==> src/rtl/core/ow_pkg.sv <==
package ow_pkg;

   // Operation codes carried by a request beat. Codes above OP_RBYTE act as ticks.
   localparam logic [2:0] OP_TICK  = 3'd0;
   localparam logic [2:0] OP_RESET = 3'd1;
   localparam logic [2:0] OP_WBIT  = 3'd2;
   localparam logic [2:0] OP_RBIT  = 3'd3;
   localparam logic [2:0] OP_WBYTE = 3'd4;
   localparam logic [2:0] OP_RBYTE = 3'd5;

   // Configuration register indexes.
   localparam logic [2:0] CSR_RESET_LOW     = 3'd0;
   localparam logic [2:0] CSR_PRESENCE_WAIT = 3'd1;
   localparam logic [2:0] CSR_RECOVERY      = 3'd2;
   localparam logic [2:0] CSR_SHORT_SLOT    = 3'd3;
   localparam logic [2:0] CSR_LONG_SLOT     = 3'd4;

   // Reset values of the timing registers.
   localparam logic [11:0] RESET_LOW_DEFAULT     = 12'd500;
   localparam logic [11:0] PRESENCE_WAIT_DEFAULT = 12'd70;
   localparam logic [11:0] RECOVERY_DEFAULT      = 12'd500;
   localparam logic [11:0] SHORT_SLOT_DEFAULT    = 12'd7;
   localparam logic [11:0] LONG_SLOT_DEFAULT     = 12'd70;

   // Bit count of a byte command and of a bit command.
   localparam logic [3:0] BYTE_BITS = 4'd8;
   localparam logic [3:0] ONE_BIT   = 4'd1;

   typedef enum logic [3:0] {
      PH_IDLE     = 4'd0,
      PH_RST_LOW  = 4'd1,
      PH_RST_WAIT = 4'd2,
      PH_RST_REC  = 4'd3,
      PH_WR_LOW   = 4'd4,
      PH_WR_HIGH  = 4'd5,
      PH_RD_LOW   = 4'd6,
      PH_RD_WAIT  = 4'd7,
      PH_RD_REC   = 4'd8
   } ow_phase_type;

   typedef struct packed {
      logic [11:0] reset_low_ticks;
      logic [11:0] presence_wait_ticks;
      logic [11:0] recovery_ticks;
      logic [11:0] short_slot_ticks;
      logic [11:0] long_slot_ticks;
   } ow_cfg_type;

   typedef struct packed {
      logic [2:0] operation;
      logic [7:0] data_value;
      logic       bus_level;
   } ow_req_type;

   typedef struct packed {
      logic       drive_low;
      logic       busy_res;
      logic       done_res;
      logic       presence;
      logic       bus_fault;
      logic [7:0] read_value;
      logic       rejected;
   } ow_rsp_type;

   // True for the write commands, which begin their slots in the write phases.
   function automatic logic is_write_kind(input logic [2:0] kind);
      return (kind == OP_WBIT) || (kind == OP_WBYTE);
   endfunction

endpackage

==> src/rtl/core/one_wire_bus_master_top.sv <==
// Open-drain 1-Wire master paced by request beats: each beat is either a tick,
// which moves bus time on by one unit, or a command (reset, write bit, read bit,
// write byte, read byte), and each beat returns exactly one response beat that
// shows the drive level, busy, done, presence, fault, read data and reject flags.
// A beat is taken every clock cycle while the response side is not stalled by rsp_ready;
// the request is held in the request register and the response in the response
// register, and the whole phase, counter and shift update of the bus sequencer
// is combinational between them. Timing registers are written through the csr
// port, which is always ready; write them only while the block is idle.
module one_wire_bus_master_top
   import ow_pkg::*;
(
   input  logic        clock,
   input  logic        reset,
   input  logic        req_valid,
   output logic        req_ready,
   input  ow_req_type  req_data,
   output logic        rsp_valid,
   input  logic        rsp_ready,
   output ow_rsp_type  rsp_data,
   input  logic        csr_valid,
   output logic        csr_ready,
   input  logic [2:0]  csr_index,
   input  logic [11:0] csr_data
);

   ow_cfg_type cfg;
   ow_req_type req_ff;
   ow_rsp_type rsp_ff, step_rsp;
   logic       req_valid_ff, rsp_valid_ff, fire;

   assign csr_ready = 1'b1;

   ow_csr u_csr (
      .clock     (clock),
      .reset     (reset),
      .csr_valid (csr_valid),
      .csr_index (csr_index),
      .csr_data  (csr_data),
      .cfg       (cfg)
   );

   // A held request beat moves on whenever the response register is free.
   assign fire      = req_valid_ff && (!rsp_valid_ff || rsp_ready);
   assign req_ready = !req_valid_ff || fire;

   ow_step u_step (
      .clock   (clock),
      .reset   (reset),
      .step_en (fire),
      .item    (req_ff),
      .cfg     (cfg),
      .rsp     (step_rsp)
   );

   // Request register.
   always_ff @(posedge clock) begin
      if (reset) begin
         req_valid_ff <= 1'b0;
      end else if (req_ready) begin
         req_valid_ff <= req_valid;
      end
   end

   always_ff @(posedge clock) begin
      if (req_valid && req_ready) begin
         req_ff <= req_data;
      end
   end

   // Response register.
   always_ff @(posedge clock) begin
      if (reset) begin
         rsp_valid_ff <= 1'b0;
      end else if (fire) begin
         rsp_valid_ff <= 1'b1;
      end else if (rsp_ready) begin
         rsp_valid_ff <= 1'b0;
      end
   end

   always_ff @(posedge clock) begin
      if (fire) begin
         rsp_ff <= step_rsp;
      end
   end

   assign rsp_valid = rsp_valid_ff;
   assign rsp_data  = rsp_ff;

endmodule

==> src/rtl/core/ow_csr.sv <==
module ow_csr
   import ow_pkg::*;
(
   input  logic       clock,
   input  logic       reset,
   input  logic       csr_valid,
   input  logic [2:0] csr_index,
   input  logic [11:0] csr_data,
   output ow_cfg_type cfg
);

   ow_cfg_type cfg_ff, cfg_in;

   // Decode the write index; unknown indexes leave every register as it is.
   always_comb begin
      cfg_in = cfg_ff;
      if (csr_valid) begin
         unique case (csr_index)
            CSR_RESET_LOW:     cfg_in.reset_low_ticks     = csr_data;
            CSR_PRESENCE_WAIT: cfg_in.presence_wait_ticks = csr_data;
            CSR_RECOVERY:      cfg_in.recovery_ticks      = csr_data;
            CSR_SHORT_SLOT:    cfg_in.short_slot_ticks    = csr_data;
            CSR_LONG_SLOT:     cfg_in.long_slot_ticks     = csr_data;
            default:           cfg_in = cfg_ff;
         endcase
      end
   end

   always_ff @(posedge clock) begin
      if (reset) begin
         cfg_ff.reset_low_ticks     <= RESET_LOW_DEFAULT;
         cfg_ff.presence_wait_ticks <= PRESENCE_WAIT_DEFAULT;
         cfg_ff.recovery_ticks      <= RECOVERY_DEFAULT;
         cfg_ff.short_slot_ticks    <= SHORT_SLOT_DEFAULT;
         cfg_ff.long_slot_ticks     <= LONG_SLOT_DEFAULT;
      end else begin
         cfg_ff <= cfg_in;
      end
   end

   assign cfg = cfg_ff;

endmodule

==> src/rtl/core/ow_step.sv <==
module ow_step
   import ow_pkg::*;
(
   input  logic       clock,
   input  logic       reset,
   input  logic       step_en,
   input  ow_req_type item,
   input  ow_cfg_type cfg,
   output ow_rsp_type rsp
);

   ow_phase_type phase_ff, phase_in, phase_now;
   logic [11:0]  tick_ff, tick_in;
   logic [3:0]   bits_ff, bits_in, bits_dec;
   logic [7:0]   shift_ff, shift_in;
   logic [2:0]   kind_ff, kind_in;
   logic         pres_ff, pres_in;
   logic         is_cmd, done, fault, rej, was_read;

   // Codes outside the phase list fall back to idle.
   always_comb begin
      unique case (phase_ff)
         PH_IDLE, PH_RST_LOW, PH_RST_WAIT, PH_RST_REC, PH_WR_LOW,
         PH_WR_HIGH, PH_RD_LOW, PH_RD_WAIT, PH_RD_REC: phase_now = phase_ff;
         default:                                      phase_now = PH_IDLE;
      endcase
   end

   assign is_cmd   = (item.operation >= OP_RESET) && (item.operation <= OP_RBYTE);
   assign bits_dec = bits_ff - ONE_BIT;

   // Next state for one beat: start a command, reject one while busy, or advance time by one tick.
   always_comb begin
      phase_in = phase_now;
      tick_in  = tick_ff;
      bits_in  = bits_ff;
      shift_in = shift_ff;
      kind_in  = kind_ff;
      pres_in  = pres_ff;
      done     = 1'b0;
      fault    = 1'b0;
      rej      = 1'b0;
      was_read = 1'b0;
      if (is_cmd && (phase_now != PH_IDLE)) begin
         rej = 1'b1;
      end else if (is_cmd) begin
         kind_in = item.operation;
         if (item.operation == OP_RESET) begin
            if (!item.bus_level) begin
               pres_in = 1'b0;
               fault   = 1'b1;
               done    = 1'b1;
            end else begin
               phase_in = PH_RST_LOW;
               tick_in  = cfg.reset_low_ticks;
            end
         end else begin
            bits_in = ((item.operation == OP_WBYTE) || (item.operation == OP_RBYTE)) ?
                      BYTE_BITS : ONE_BIT;
            if (item.operation == OP_WBYTE) begin
               shift_in = item.data_value;
            end else if (item.operation == OP_WBIT) begin
               shift_in = {7'd0, item.data_value[0]};
            end else begin
               shift_in = 8'd0;
            end
            if (is_write_kind(item.operation)) begin
               phase_in = PH_WR_LOW;
               tick_in  = shift_in[0] ? cfg.short_slot_ticks : cfg.long_slot_ticks;
            end else begin
               phase_in = PH_RD_LOW;
               tick_in  = cfg.short_slot_ticks;
            end
         end
      end else if (phase_now != PH_IDLE) begin
         if (tick_ff > 12'd1) begin
            tick_in = tick_ff - 12'd1;
         end else begin
            unique case (phase_now)
               PH_RST_LOW: begin
                  phase_in = PH_RST_WAIT;
                  tick_in  = cfg.presence_wait_ticks;
               end
               PH_RST_WAIT: begin
                  pres_in  = ~item.bus_level;
                  phase_in = PH_RST_REC;
                  tick_in  = cfg.recovery_ticks;
               end
               PH_RST_REC: begin
                  phase_in = PH_IDLE;
                  tick_in  = 12'd0;
                  done     = 1'b1;
               end
               PH_WR_LOW: begin
                  phase_in = PH_WR_HIGH;
                  tick_in  = shift_ff[0] ? cfg.long_slot_ticks : cfg.short_slot_ticks;
               end
               PH_RD_LOW: begin
                  phase_in = PH_RD_WAIT;
                  tick_in  = cfg.short_slot_ticks;
               end
               PH_RD_WAIT: begin
                  if (kind_ff == OP_RBIT) begin
                     shift_in = {7'd0, item.bus_level};
                  end else begin
                     shift_in = {item.bus_level, shift_ff[7:1]};
                  end
                  phase_in = PH_RD_REC;
                  tick_in  = cfg.long_slot_ticks;
               end
               PH_WR_HIGH, PH_RD_REC: begin
                  // End of a slot: the write slot shifts out its bit first.
                  if (phase_now == PH_WR_HIGH) begin
                     shift_in = {1'b0, shift_ff[7:1]};
                  end
                  bits_in = bits_dec;
                  if (bits_dec == 4'd0) begin
                     phase_in = PH_IDLE;
                     tick_in  = 12'd0;
                     done     = 1'b1;
                     was_read = (phase_now == PH_RD_REC);
                  end else if (is_write_kind(kind_ff)) begin
                     phase_in = PH_WR_LOW;
                     tick_in  = shift_in[0] ? cfg.short_slot_ticks : cfg.long_slot_ticks;
                  end else begin
                     phase_in = PH_RD_LOW;
                     tick_in  = cfg.short_slot_ticks;
                  end
               end
               default: begin
                  phase_in = PH_IDLE;
               end
            endcase
         end
      end
   end

   // Result fields follow the state that this beat leaves behind.
   always_comb begin
      rsp.drive_low  = (phase_in == PH_RST_LOW) || (phase_in == PH_WR_LOW) ||
                       (phase_in == PH_RD_LOW);
      rsp.busy_res   = (phase_in != PH_IDLE);
      rsp.done_res   = done;
      rsp.presence   = pres_in;
      rsp.bus_fault  = fault;
      rsp.read_value = was_read ? shift_in : 8'd0;
      rsp.rejected   = rej;
   end

   always_ff @(posedge clock) begin
      if (reset) begin
         phase_ff <= PH_IDLE;
         tick_ff  <= 12'd0;
         bits_ff  <= 4'd0;
         shift_ff <= 8'd0;
         kind_ff  <= OP_TICK;
         pres_ff  <= 1'b0;
      end else if (step_en) begin
         phase_ff <= phase_in;
         tick_ff  <= tick_in;
         bits_ff  <= bits_in;
         shift_ff <= shift_in;
         kind_ff  <= kind_in;
         pres_ff  <= pres_in;
      end
   end

endmodule
==> config.mk <==
export PLATFORM = sky130hd
export DESIGN_NAME = one_wire_bus_master_top
export DESIGN_NICKNAME = d
export VERILOG_FILES = /design/src/rtl/core/ow_pkg.sv /design/src/rtl/core/one_wire_bus_master_top.sv /design/src/rtl/core/ow_csr.sv /design/src/rtl/core/ow_step.sv
export SDC_FILE = /design/constraint.sdc
export NUM_CORES = 1
export LEC_CHECK = 0
export BUFFER_PORTS_ARGS = -buffer_cell sky130_fd_sc_hd__buf_2
export CORE_UTILIZATION = 50
export CTS_BUF_LIST = sky130_fd_sc_hd__clkbuf_8
export DETAILED_ROUTE_END_ITERATION = 10
export GPL_TIMING_DRIVEN = 0
export MAX_ROUTING_LAYER = met4
export PLACE_DENSITY = 0.73
export SLEW_MARGIN = 40
export SYNTH_ARGS = -nofsm -noshare
export SYNTH_HDL_FRONTEND = slang
export SYNTH_SLANG_ARGS = --single-unit
==> constraint.sdc <==
create_clock -name clock -period 4.2 [get_ports clock]
set_input_delay 0 -clock clock [delete_from_list [all_inputs] [get_ports clock]]
set_output_delay 0 -clock clock [all_outputs]
set_load 0.02 [all_outputs]
==> results.sh, run 1 <==
export IMPL_antenna_found_initial=0
export IMPL_track_usage_pct=34.8
export IMPL_place_area_sq_mm=0.00721
export IMPL_crit_top_cell="nand2_1"
export IMPL_final_area_sq_mm=0.00798
export IMPL_final_common_cell="nand2_1"
export IMPL_grt_pass1_wl_mm=36.1
export IMPL_whs_path_depth=3
export IMPL_fillCellCount=1202
export IMPL_grt_overflow=0
export IMPL_io_buffers=46
export IMPL_die_width_um=118
export IMPL_cts_max_level=4
export IMPL_drt_first_pass_iters=8
export IMPL_drt_iter0_drc=1030
export IMPL_synth_flop_cell="dfxtp_1"
export IMPL_ys_warn_count=0
export IMPL_die_area_sq_mm=0.0139
export IMPL_endpoint_kind="flop"
export IMPL_finalHoldViolations=0
export IMPL_cp_cell_sequence="or3_1 -> nand2_1 -> clkinv_1 -> clkbuf_2 -> ha_1 -> nand2_1 -> nor3_2 -> o311ai_1 -> a211o_1 -> a31oi_1 -> a211oi_1"
export IMPL_critPathLaunchType="flop"
export IMPL_post_layout_nonfiller_instances=1115
export IMPL_rrSetupSlack_ns=0.14
export IMPL_finalClockSkew_ns=0.0114
export IMPL_synth_cells=828
export IMPL_maxCapViolCount=0
export IMPL_grt_pass1_vias=6474
export IMPL_syn_nets=867
export IMPL_tightest_slew_ns=0.860
export IMPL_critical_path_slowest_cell="edfxtp_1"
export IMPL_cts_buffers=17
export IMPL_setup_viol=0
export IMPL_final_nets=965
export IMPL_n_antenna_cell=0
export IMPL_drv_slew=0
export IMPL_drive_above_1_share_pct=12.2
export IMPL_max_freq_mhz=246
export IMPL_die_h_um=118
export IMPL_clk_latency_ns=0.46
export IMPL_min_delay_start="reset"
export IMPL_path_class="flop to flop"
export IMPL_synthArstFlopShare_pct=0
export IMPL_cts_buffer_depth=2
export IMPL_drt_wl_total_mm=23.2
export IMPL_core_sq_mm=0.0132
export IMPL_maxSlewHeadroom_pct=42.2
export IMPL_hold_path_class="primary input to flop"
export IMPL_r2r_end="u_step.tick_ff[8]"
export IMPL_r2r_start="req_ff[10]"
export IMPL_start_util_pct=51.1
export IMPL_ff2ff_path_depth=11
export IMPL_crit_required_ns=4.51
export IMPL_tritoncts="yes"
export IMPL_clkSinkCount=120
export IMPL_vias=7099
export IMPL_vdd_drop_max_v=0.000268
export IMPL_synth_edf_count=26
export IMPL_finalCriticalPeriod_ns=4.06
export IMPL_drc=0
export IMPL_netlist_area_sq_mm=0.00674
export IMPL_ys_seq_area_share_pct=39.5
export IMPL_path_max_fanout=11
export IMPL_io_pin_count=49
export IMPL_p_per_area_mw_per_mm2=429
export IMPL_timing_final_crit_share_pct=96.8
export IMPL_wire_per_inst_um=20.8
export IMPL_critPathMaxStageDelay_ns=0.50
export IMPL_globalplace_congestion=0.995
export IMPL_leakagePower_nw=2.88
export IMPL_grt_max_degree=24
export IMPL_synth_distinct_cells=83
export IMPL_final_seq_area_sq_mm=0.00266
export IMPL_syn_to_final_growth_pct=18.4
export IMPL_crit_arrival_ns=4.37
export IMPL_clkSlewWorstSetupHoldPaths_ns=0.08
export IMPL_synth_avg_cell_area_sq_um=8.14
export IMPL_dp_cells=1050
export IMPL_cts_root_buf="clkbuf_8"
export IMPL_mostFrequentLayoutCells="nand2_1 (146), dfxtp_1 (94), nor2_1 (74), a21oi_1 (71), buf_2 (55)"
export IMPL_row_count=42
export IMPL_viasPerCell=6.37
export IMPL_hpwl_mm=16.3
export IMPL_drtAntennaViolNets=0
export IMPL_hold_end="u_step.phase_ff[1]"
export IMPL_yosys_register_bits=120
export IMPL_multi_input_area_sq_mm=0.00379
export IMPL_rsz0062_at_grt="false"
export IMPL_status="finished, final reports clean"
## per-stage QoR
stage	power [W]	util, %	hold slack (ns)	setup TNS [ns]	worst slack, ns
detailed placement	0.00222	54.7	0.178	-0.415	-0.0986
global route	0.00354	60.5	0.243	0	0.0593
global placement	0.00222	54.5	0.176	-0.372	-0.119
floorplan	0.00194	-	0.0989	0	1.12
CTS	0.00338	60.5	0.187	0	0.130
finish	0.00342	60.5	0.202	0	0.136
## power breakdown
group          internal (W)  switching (W)  leakage (nW)
Combinational      0.000343       0.000628          1.64
Sequential          0.00124      0.0000589          1.01
Clock              0.000655       0.000497         0.219
Total               0.00223        0.00118          2.88
## Yosys cell counts (12+ instances only)
cell      number  area [sq um]
a211oi_1      13          97.6
a21oi_1       71           355
clkbuf_1      40           150
dfxtp_1       94          1880
edfxtp_1      26           781
inv_1         18          67.6
mux2i_1       32           320
nand2_1      146           548
nand3_1       39           195
nor2_1        74           278
nor2b_1       12          75.1
o21ai_0       27           135
o22ai_1       13          81.3
## worst max path at each step
stage / endpoint / depth (start not counted) / slack [ns] / start
2_1_floorplan: rsp_data[12] / 10 / 1.12 / req_ff[10]
3_3_place_gp: u_step.tick_ff[11] / 11 / -0.12 / req_ff[10]
3_5_place_dp: u_step.tick_ff[11] / 11 / -0.1 / req_ff[10]
4_1_cts: u_step.tick_ff[5] / 11 / 0.13 / req_ff[10]
5_1_grt: u_step.tick_ff[5] / 11 / 0.06 / req_ff[10]
6_report: u_step.tick_ff[8] / 11 / 0.14 / req_ff[10]
## registers in the layout (all words and copies together) (netlist names)
name,cells
u_step.kind_ff,3
rsp_valid,1
u_step.bits_ff,4
u_step.tick_ff,12
req_valid_ff,1
req_ff,12
rsp_data,14
u_step.phase_ff,4
u_step.shift_ff,8
u_step.pres_ff,1
u_csr.cfg,60
## worst max-delay path, delay by kind of cell (launching register included)
kind                     cells  cell delay [ns]
buffers and inverters        2             0.82
AO/OA/AOI/OAI                4             0.95
adder cells (fa/ha/maj)      1             0.43
AND/OR/NAND/NOR              4             1.22
flip-flops                   1             0.50
## kinds of logic after synthesis
group | count (synthesis) | share of synthesized area (%)
flip-flops | 120 | 39.5
AO/OA/AOI/OAI | 240 | 24.4
adder cells (fa/ha/maj) | 7 | 1.30
buffers and inverters | 76 | 4.57
other | 1 | 0.0557
XOR/XNOR | 7 | 0.910
multiplexers | 33 | 4.92
AND/OR/NAND/NOR | 344 | 24.4
## layer usage
layer	global-route usage (%)	part of all wire (%)	up-vias
li1	-	-	3241
met1	43.8	41	3343
met2	53.3	46	437
met3	7.27	9.9	78
met4	16.8	3.6	0
met5	-	0	-
## layout make-up
class,instances,share of cell area [%]
Buffer,55,2.92
Clock buffer,18,3.11
Clock inverter,14,2.29
Inverter,21,0.988
Multi-Input combinational cell,632,47.5
Sequential cell,120,33.4
Tap cell,176,2.76
Timing Repair Buffer,79,7.03
## repair_timing
| item | in CTS | in global routing |
|---|---|---|
| buffers inserted | 0 | 0 |
| gates resized for setup | 2 | 2 |
| setup endpoints to repair | 8 | 7 |
| hold buffers | 33 | 0 |
| endpoints found under the hold margin | 74 | 0 |
Power figures use the tool's default switching activity.
==> run 2: changes to the inputs <==
--- a/config.mk
+++ b/config.mk
@@ -10,7 +10,6 @@
 export CTS_BUF_LIST = sky130_fd_sc_hd__clkbuf_8
 export DETAILED_ROUTE_END_ITERATION = 10
 export GPL_TIMING_DRIVEN = 0
-export MAX_ROUTING_LAYER = met4
 export PLACE_DENSITY = 0.73
 export SLEW_MARGIN = 40
 export SYNTH_ARGS = -nofsm -noshare
==> run 2 against run 1 <==
  * Total power decreased by 3.5%
  * Sequential share of layout area increased by 0.22 points
  * Register-to-register slack improved by 0.06 ns
  * Flip-flop and latch count unchanged
  * Critical endpoint is now u_step.tick_ff[4]
==> results.sh, run 2 (synthesis results as in run 1) <==
export IMPL_tritoncts="yes"
export IMPL_drt_wl_total_mm=22.7
export IMPL_layout_setup_ws_ns=0.201
export IMPL_viasPerCell=6.34
export IMPL_maxCapViolCount=0
export IMPL_place_ws_ns=0.0231
export IMPL_critical_path_slowest_cell="edfxtp_1"
export IMPL_core_sq_mm=0.0132
export IMPL_cp_cell_sequence="or3_1 -> nand2_1 -> clkinv_1 -> clkbuf_2 -> ha_1 -> nand2_1 -> or3_1 -> a21oi_1 -> clkbuf_2 -> mux2i_1 -> o22ai_1"
export IMPL_drive_above_1_share_pct=12.2
export IMPL_grt_pass1_vias=6372
export IMPL_final_nets=964
export IMPL_postLayoutCoreUtil_pct=60.1
export IMPL_hold_path_class="primary input to flop"
export IMPL_critPathMaxStageDelay_ns=0.50
export IMPL_timing_final_crit_share_pct=95.2
export IMPL_rrSetupSlack_ns=0.20
export IMPL_setup_viol=0
export IMPL_row_count=42
export IMPL_endpoint_kind="flop"
export IMPL_die_area_sq_mm=0.0139
export IMPL_met2_usage_pct=51.8
export IMPL_gr_usage_met1_pct=43.2
export IMPL_clkSlewWorstSetupHoldPaths_ns=0.07
export IMPL_crit_arrival_ns=4.30
export IMPL_holdWs_ns=0.0195
export IMPL_drv_slew=0
export IMPL_die_h_um=118
export IMPL_grt_util_met3_pct=7.27
export IMPL_io_pin_count=49
export IMPL_finalClockSkew_ns=0.0175
export IMPL_cts_root_buf="clkbuf_8"
export IMPL_n_antenna_cell=0
export IMPL_die_width_um=118
export IMPL_path_max_fanout=11
export IMPL_grt_pass1_wl_mm=35.1
export IMPL_cts_max_level=4
export IMPL_drt_first_pass_iters=5
export IMPL_post_cts_buffers=0
export IMPL_multi_input_area_sq_mm=0.00380
export IMPL_mostFrequentLayoutCells="nand2_1 (146), dfxtp_1 (94), nor2_1 (74), a21oi_1 (71), buf_2 (54)"
export IMPL_power_w=0.00330
export IMPL_p_per_area_mw_per_mm2=416
export IMPL_max_freq_mhz=250
export IMPL_grt_max_degree=24
export IMPL_status="finished, final reports clean"
export IMPL_start_util_pct=51.1
export IMPL_clkSinkCount=120
export IMPL_track_usage_pct=32.9
export IMPL_fillCellCount=1197
export IMPL_finalHoldViolations=0
export IMPL_top_usage_layer="met2"
export IMPL_globalplace_congestion=0.970
export IMPL_tightest_slew_ns=0.872
export IMPL_antenna_found_initial=0
export IMPL_crit_required_ns=4.51
export IMPL_syn_to_final_growth_pct=17.6
export IMPL_cts_buffer_depth=2
export IMPL_rsz0062_at_grt="false"
export IMPL_final_seq_area_sq_mm=0.00266
export IMPL_vdd_drop_max_v=0.000263
export IMPL_grt_overflow=0
export IMPL_drt_iter0_drc=988
export IMPL_vias=7052
export IMPL_leakagePower_nw=2.85
export IMPL_wire_per_inst_um=20.4
export IMPL_drc=0
export IMPL_finalCriticalPeriod_ns=4.00
export IMPL_drtAntennaViolNets=0
export IMPL_io_buffers=46
export IMPL_largest_register_ffs=60
export IMPL_cts_buffers=17
export IMPL_hpwl_mm=16.2
export IMPL_clk_latency_ns=0.47
export IMPL_final_common_cell="nand2_1"
export IMPL_path_class="flop to flop"
export IMPL_maxSlewHeadroom_pct=41.9
export IMPL_critPathLaunchType="flop"
run 2: metal layers:
metal,vias up,routed length [um]
met5,-,0
met4,0,864
met3,80,2170
met2,421,10200
met1,3308,9430
li1,3243,-
run 2: worst paths after layout:
check                 from                 to  depth (start not counted)
max             req_ff[10]  u_step.tick_ff[4]                         11
min reg2reg  u_csr.cfg[57]      u_csr.cfg[57]                          2
min              csr_valid      u_csr.cfg[11]                          4
max reg2reg     req_ff[10]  u_step.tick_ff[4]                         11
run 2: cell type report:
| cell class | instances | area share, % |
|---|---|---|
| inverter | 21 | 0.995 |
| sequential | 120 | 33.6 |
| timing repair buffer | 78 | 6.95 |
| clock inverter | 11 | 1.37 |
| buffer | 55 | 2.92 |
| clock buffer | 20 | 3.47 |
| tap | 176 | 2.78 |
| multi-input combinational | 632 | 47.9 |
run 2: worst max-delay path: cells and delay by family (launching register included):
family          cells  cell delay, ns
compound gates      2            0.34
fa+ha+maj           1            0.44
buf+inv             3            1.08
flops               1            0.50
mux                 1            0.23
simple gates        4            1.24
run 2: repair_timing:
action / CTS / global route
setup endpoints to repair: 0 / 10
hold buffers: 32 / 0
resized for setup: 0 / 4
hold endpoints to repair: 74 / 0
run 2: stage by stage:
stage	instances	TNS (ns)	cell area [sq um]
after floorplan	828	0	6740
after global placement	1050	-0.000401	7190
after detailed placement	1050	0	7210
after CTS	1113	0	7910
after global routing	1113	0	7930
final	1113	0	7930
run 2: power breakdown:
group	leakage (nW)	switching (W)	internal, W
clock	0.200	0.000481	0.000560
combinational	1.63	0.000618	0.000342
sequential	1.01	0.0000590	0.00124
total	2.85	0.00116	0.00214
